**src/sv/frs_div.sv**
```systemverilog
`timescale 1ns / 1ps
// Pipelined restoring divider: one quotient bit per stage, several lanes in step.
// Carries a valid bit and a sideband word alongside; depends on no package.
module frs_div #(
	parameter int LANES = 1,
	parameter int DW = 28,
	parameter int QW = 33,
	parameter int SW = 1
) (
	input  logic              clk,
	input  logic              arst_n,
	input  logic              in_valid,
	input  logic [DW+QW-1:0]  dividend [LANES],
	input  logic [DW-1:0]     divisor [LANES],
	input  logic [SW-1:0]     side_in,
	output logic              out_valid,
	output logic [QW-1:0]     quotient [LANES],
	output logic [SW-1:0]     side_out
);

	logic [QW-1:0] vld_s;
	logic [DW-1:0] rem_s [QW][LANES];
	logic [QW-1:0] quo_s [QW][LANES];
	logic [DW-1:0] dvs_s [QW][LANES];
	logic [SW-1:0] side_s [QW];

	logic [DW-1:0] rem_src [QW][LANES];
	logic [QW-1:0] quo_src [QW][LANES];
	logic [DW-1:0] dvs_src [QW][LANES];
	logic [DW-1:0] rem_nx [QW][LANES];
	logic [QW-1:0] quo_nx [QW][LANES];

	// Feed each stage from the ports or from the stage above
	always_comb begin
		for (int l = 0; l < LANES; l++) begin
			rem_src[0][l] = dividend[l][DW+QW-1:QW];
			quo_src[0][l] = dividend[l][QW-1:0];
			dvs_src[0][l] = divisor[l];
		end
		for (int k = 1; k < QW; k++) begin
			for (int l = 0; l < LANES; l++) begin
				rem_src[k][l] = rem_s[k-1][l];
				quo_src[k][l] = quo_s[k-1][l];
				dvs_src[k][l] = dvs_s[k-1][l];
			end
		end
	end

	// Shift in one dividend bit, subtract the divisor where it fits
	always_comb begin : div_step
		logic [DW:0] trial;
		logic        take;
		for (int k = 0; k < QW; k++) begin
			for (int l = 0; l < LANES; l++) begin
				trial = {rem_src[k][l], quo_src[k][l][QW-1]};
				take = (trial >= {1'b0, dvs_src[k][l]});
				if (take) begin
					rem_nx[k][l] = DW'(trial - {1'b0, dvs_src[k][l]});
				end else begin
					rem_nx[k][l] = trial[DW-1:0];
				end
				quo_nx[k][l] = {quo_src[k][l][QW-2:0], take};
			end
		end
	end

	// Advance valid bits
	always_ff @(posedge clk or negedge arst_n) begin
		if (!arst_n) begin
			vld_s <= '0;
		end else begin
			vld_s <= {vld_s[QW-2:0], in_valid};
		end
	end

	// Advance data
	always_ff @(posedge clk) begin
		side_s[0] <= side_in;
		for (int k = 1; k < QW; k++) begin
			side_s[k] <= side_s[k-1];
		end
		for (int k = 0; k < QW; k++) begin
			for (int l = 0; l < LANES; l++) begin
				rem_s[k][l] <= rem_nx[k][l];
				quo_s[k][l] <= quo_nx[k][l];
				dvs_s[k][l] <= dvs_src[k][l];
			end
		end
	end

	always_comb begin
		for (int l = 0; l < LANES; l++) begin
			quotient[l] = quo_s[QW-1][l];
		end
	end

	assign out_valid = vld_s[QW-1];
	assign side_out  = side_s[QW-1];

endmodule

```
**config.mk**
```make
export PLATFORM = sky130hd
export DESIGN_NAME = frs_div
export DESIGN_NICKNAME = d
export VERILOG_FILES = /design/src/sv/frs_div.sv
export SDC_FILE = /design/constraint.sdc
export NUM_CORES = 2
export LEC_CHECK = 0
export BUFFER_PORTS_ARGS = -buffer_cell sky130_fd_sc_hd__buf_4
export CAP_MARGIN = 30
export CORE_UTILIZATION = 58
export DETAILED_ROUTE_END_ITERATION = 8
export PLACE_DENSITY = 0.86
export SLEW_MARGIN = 20
export SYNTH_ARGS = -nofsm -noshare
export SYNTH_HDL_FRONTEND = slang
export SYNTH_SLANG_ARGS = --single-unit
```
**constraint.sdc**
```tcl
create_clock -name clk -period 4.9 [get_ports clk]
set_clock_uncertainty 0.05 [all_clocks]
set_input_delay 0.245 -clock clk [delete_from_list [all_inputs] [get_ports clk]]
set_output_delay 0.245 -clock clk [all_outputs]
set_load 0.02 [all_outputs]
```
==> impl_metrics.toml <==
[timing]
fmax_mhz = 248
slew_headroom = 0.378
finalSetupTns_ns = 0
slew_viol_final = 0
hold_viol = 0
rsz0062_at_grt = "false"
min_period_ns = 4.04
setup_ws_ns = 0.861
setup_viol = 0
worst_pin_slew_ns = 0.930
final.period_utilization = 0.824

[yosys]
yosys_warnings = 0
synth_seq_area_share = 0.506
ys_ff_latch = 2947
synth_nets = 12871
syn-instance-count = 11822
synth_cell_types = 98
synth_area_um2 = 117000
avgSynthCellArea_um2 = 9.89
synth_ff_type = "dfxtp_1"
async_reset_ff_frac = 0.0112
synth_edf_count = 0

[grt]
grt_pass1_vias = 83852
grt.total_usage = 0.266
antenna_found_initial = 9
use_met3 = 0.0361
busiest_layer = "met2"
overflow = 0
use_met1 = 0.330
grt_max_degree = 56
grt_pass1_wl_um = 441000
grt_util_met2 = 0.467

[layout]
fillers = 15389
layout_commonest_cell = "dfxtp_1"
register_area_um2 = 59200
final_nets = 13224
multi_input_area_um2 = 52200
most-common-layout-cells = "dfxtp_1, inv_1, a21oi_1"
drive_above_1_share = 0.0814
area_delta_synth_final_pct = 13.2

[hold_path]
whs_path_depth = 2
min-delay-path-class = "in2reg"

[clock_tree]
cts.clk_slew.worst_paths_ns = 0.06
cts_tree = "yes"
cts_root_buf = "clkbuf_16"
clk_latency_ns = 0.94
cts_num_sinks = 2947
h-tree-depth = 5
post_cts_resized = 0
post_cts_buffers = 0
ctsLongestPathBuffers = 4
numCtsBuffers = 304

[die]
coreArea_um2 = 200000
start_util = 0.584
chipHeight_um = 451
die_w_um = 451
die_area_um2 = 203000
ios = 128
row_count = 164

[routing]
vias = 83664
route.detailed.drc = 0
dr.first_iter.drc_count = 5813
postRouteWirelength_um = 276000
dr.pass1.iters = 9
detail_route.wl_per_cell_um = 18.3
viasPerCell = 5.56
antenna_left = 0

[critical_path]
r2r_setup_slack_ns = 0.86
r2r_cells = 13
cp_max_fo = 24
critPathLaunchType = "register"
crit_path_end_kind = "register"
criticalPathCategory = "reg2reg"
cp.arrival_ns = 4.76
worst-endpoint-required_ns = 5.62

[place]
dp_slack_ns = 0.971
port_buffers = 127
place_congestion = 0.973
dp_hpwl_um = 205000

[outcome]
status = "finished clean"

[run]
drv_cap = 0

[power_and_ir_drop]
ir_worst_vdd_uv = 438
cellPowerDensity_nw_per_um2 = 778
p_leak_nw = 61.4
-- sequential cells by signal (all words and copies together) (netlist names) --
name,count
dvs_s,896
quo_s,1089
rem_s,896
side_s,33
vld_s,33
-- worst max-delay path: stages, from the launching register on --
cell and delay (ns):
dfxtp_1 0.37, inv_1 0.07, ha_1 0.30, nor2b_1 0.13, o21ai_0 0.11, a21oi_1 0.23, o21ai_0 0.12, o21ai_1 0.39
nand4_1 0.20, a311oi_1 0.57, a31oi_1 0.25, o21ai_2 0.32, buf_4 0.39, mux2_2 0.40
-- worst paths after layout --
kind,from,endpoint
max,dvs_s[0][785],rem_s[0][825]
min,dividend[17],quo_s[0][18]
max reg2reg,dvs_s[0][785],rem_s[0][825]
min reg2reg,quo_s[0][715],quo_s[0][749]
max in group asynchronous,arst_n,vld_s[0]
min in group asynchronous,arst_n,vld_s[25]
-- layer usage --
metal / routed length [µm] / part of all wire
met1: 118000 / 0.43
met2: 135000 / 0.49
met3: 12800 / 0.046
met4: 10200 / 0.037
met5: 26 / 0.000094
-- cell families (layout without fill, tap and decap cells) --
kind of cell             count (synthesis)  count (layout)  synth area share
adder cells (fa/ha/maj)                956             956             0.104
AND/OR/NAND/NOR                       2450            2450            0.0985
flip-flops                            2947            2947             0.506
multiplexers                           295             295            0.0289
buffers and inverters                 1477            2046            0.0494
XOR/XNOR                               748             748            0.0560
AO/OA/AOI/OAI                         2949            2949             0.157
other                                    0               2                 0
-- timing repair --
action	CTS	global route
hold endpoints to repair	123	0
hold buffers	166	0
endpoints found under the setup margin	0	0
-- synth_stat cells, types with 16 or more instances --
library cell  instances  area, µm²
nand3_1             176        881
nor3b_1              18        135
inv_1              1180       4430
ha_1                924      11600
nor4_1               28        175
fa_1                 32        641
nor3_1              111        556
o22ai_1              16        100
buf_4                37        278
mux2_2              252       2840
clkbuf_1            194        728
nor2b_1             145        907
or2_2                21        131
a221oi_1             39        342
or3_1                44        275
and4_1               20        175
and3_1               88        551
a41oi_1              21        184
mux2_4               22        330
o21ai_0             713       3570
xnor2_1             439       3840
dfxtp_1            2914      58300
dfrtp_1              33        826
a31oi_1              99        619
mux2i_1              21        210
o21a_1              109        818
nor2_1              648       2430
o21ai_1              18       90.1
a21oi_1             947       4740
a21boi_0             46        345
nand2b_1            111        694
a31o_2               16        140
buf_2                49        245
a21o_1              477       3580
o21bai_1             77        578
nand2_1             805       3020
a211o_1              28        245
and2_1               31        194
a211oi_1             56        420
nand4_1             151        945
o211ai_1             40        300
xor2_1              309       2710
o31ai_1              59        443
-- metrics by stage --
step	cells	total power [mW]	utilization	hold WS (ns)	cell area (µm²)
4_1_cts	15044	103	0.661	0.0150	132000
5_1_grt	15048	110	0.661	0.0167	132000
3_3_place_gp	14355	77.6	0.602	0.156	120000
2_1_floorplan	11822	67.9	-	-0.101	117000
3_5_place_dp	14356	78.7	0.602	0.164	120000
6_report	15049	103	0.661	0.0280	132000
-- power breakdown --
group,leakage (nW),internal (mW),total [mW],switching (mW)
logic,31.5,19.4,44.5,25.1
registers,24.9,31.2,35.2,4.01
clock network,4.99,14.1,23.3,9.22
-- final cells by class --
cell class                      instances  area share
Multi-Input combinational cell       7398       0.394
Antenna cell                            2   0.0000378
Clock buffer                          414      0.0664
Clock inverter                        108      0.0106
Inverter                             1181      0.0335
Sequential cell                      2947       0.447
Timing Repair Buffer                  343      0.0231
Tap cell                             2656      0.0251
Note: power is estimated with default switching activity, not from simulation.
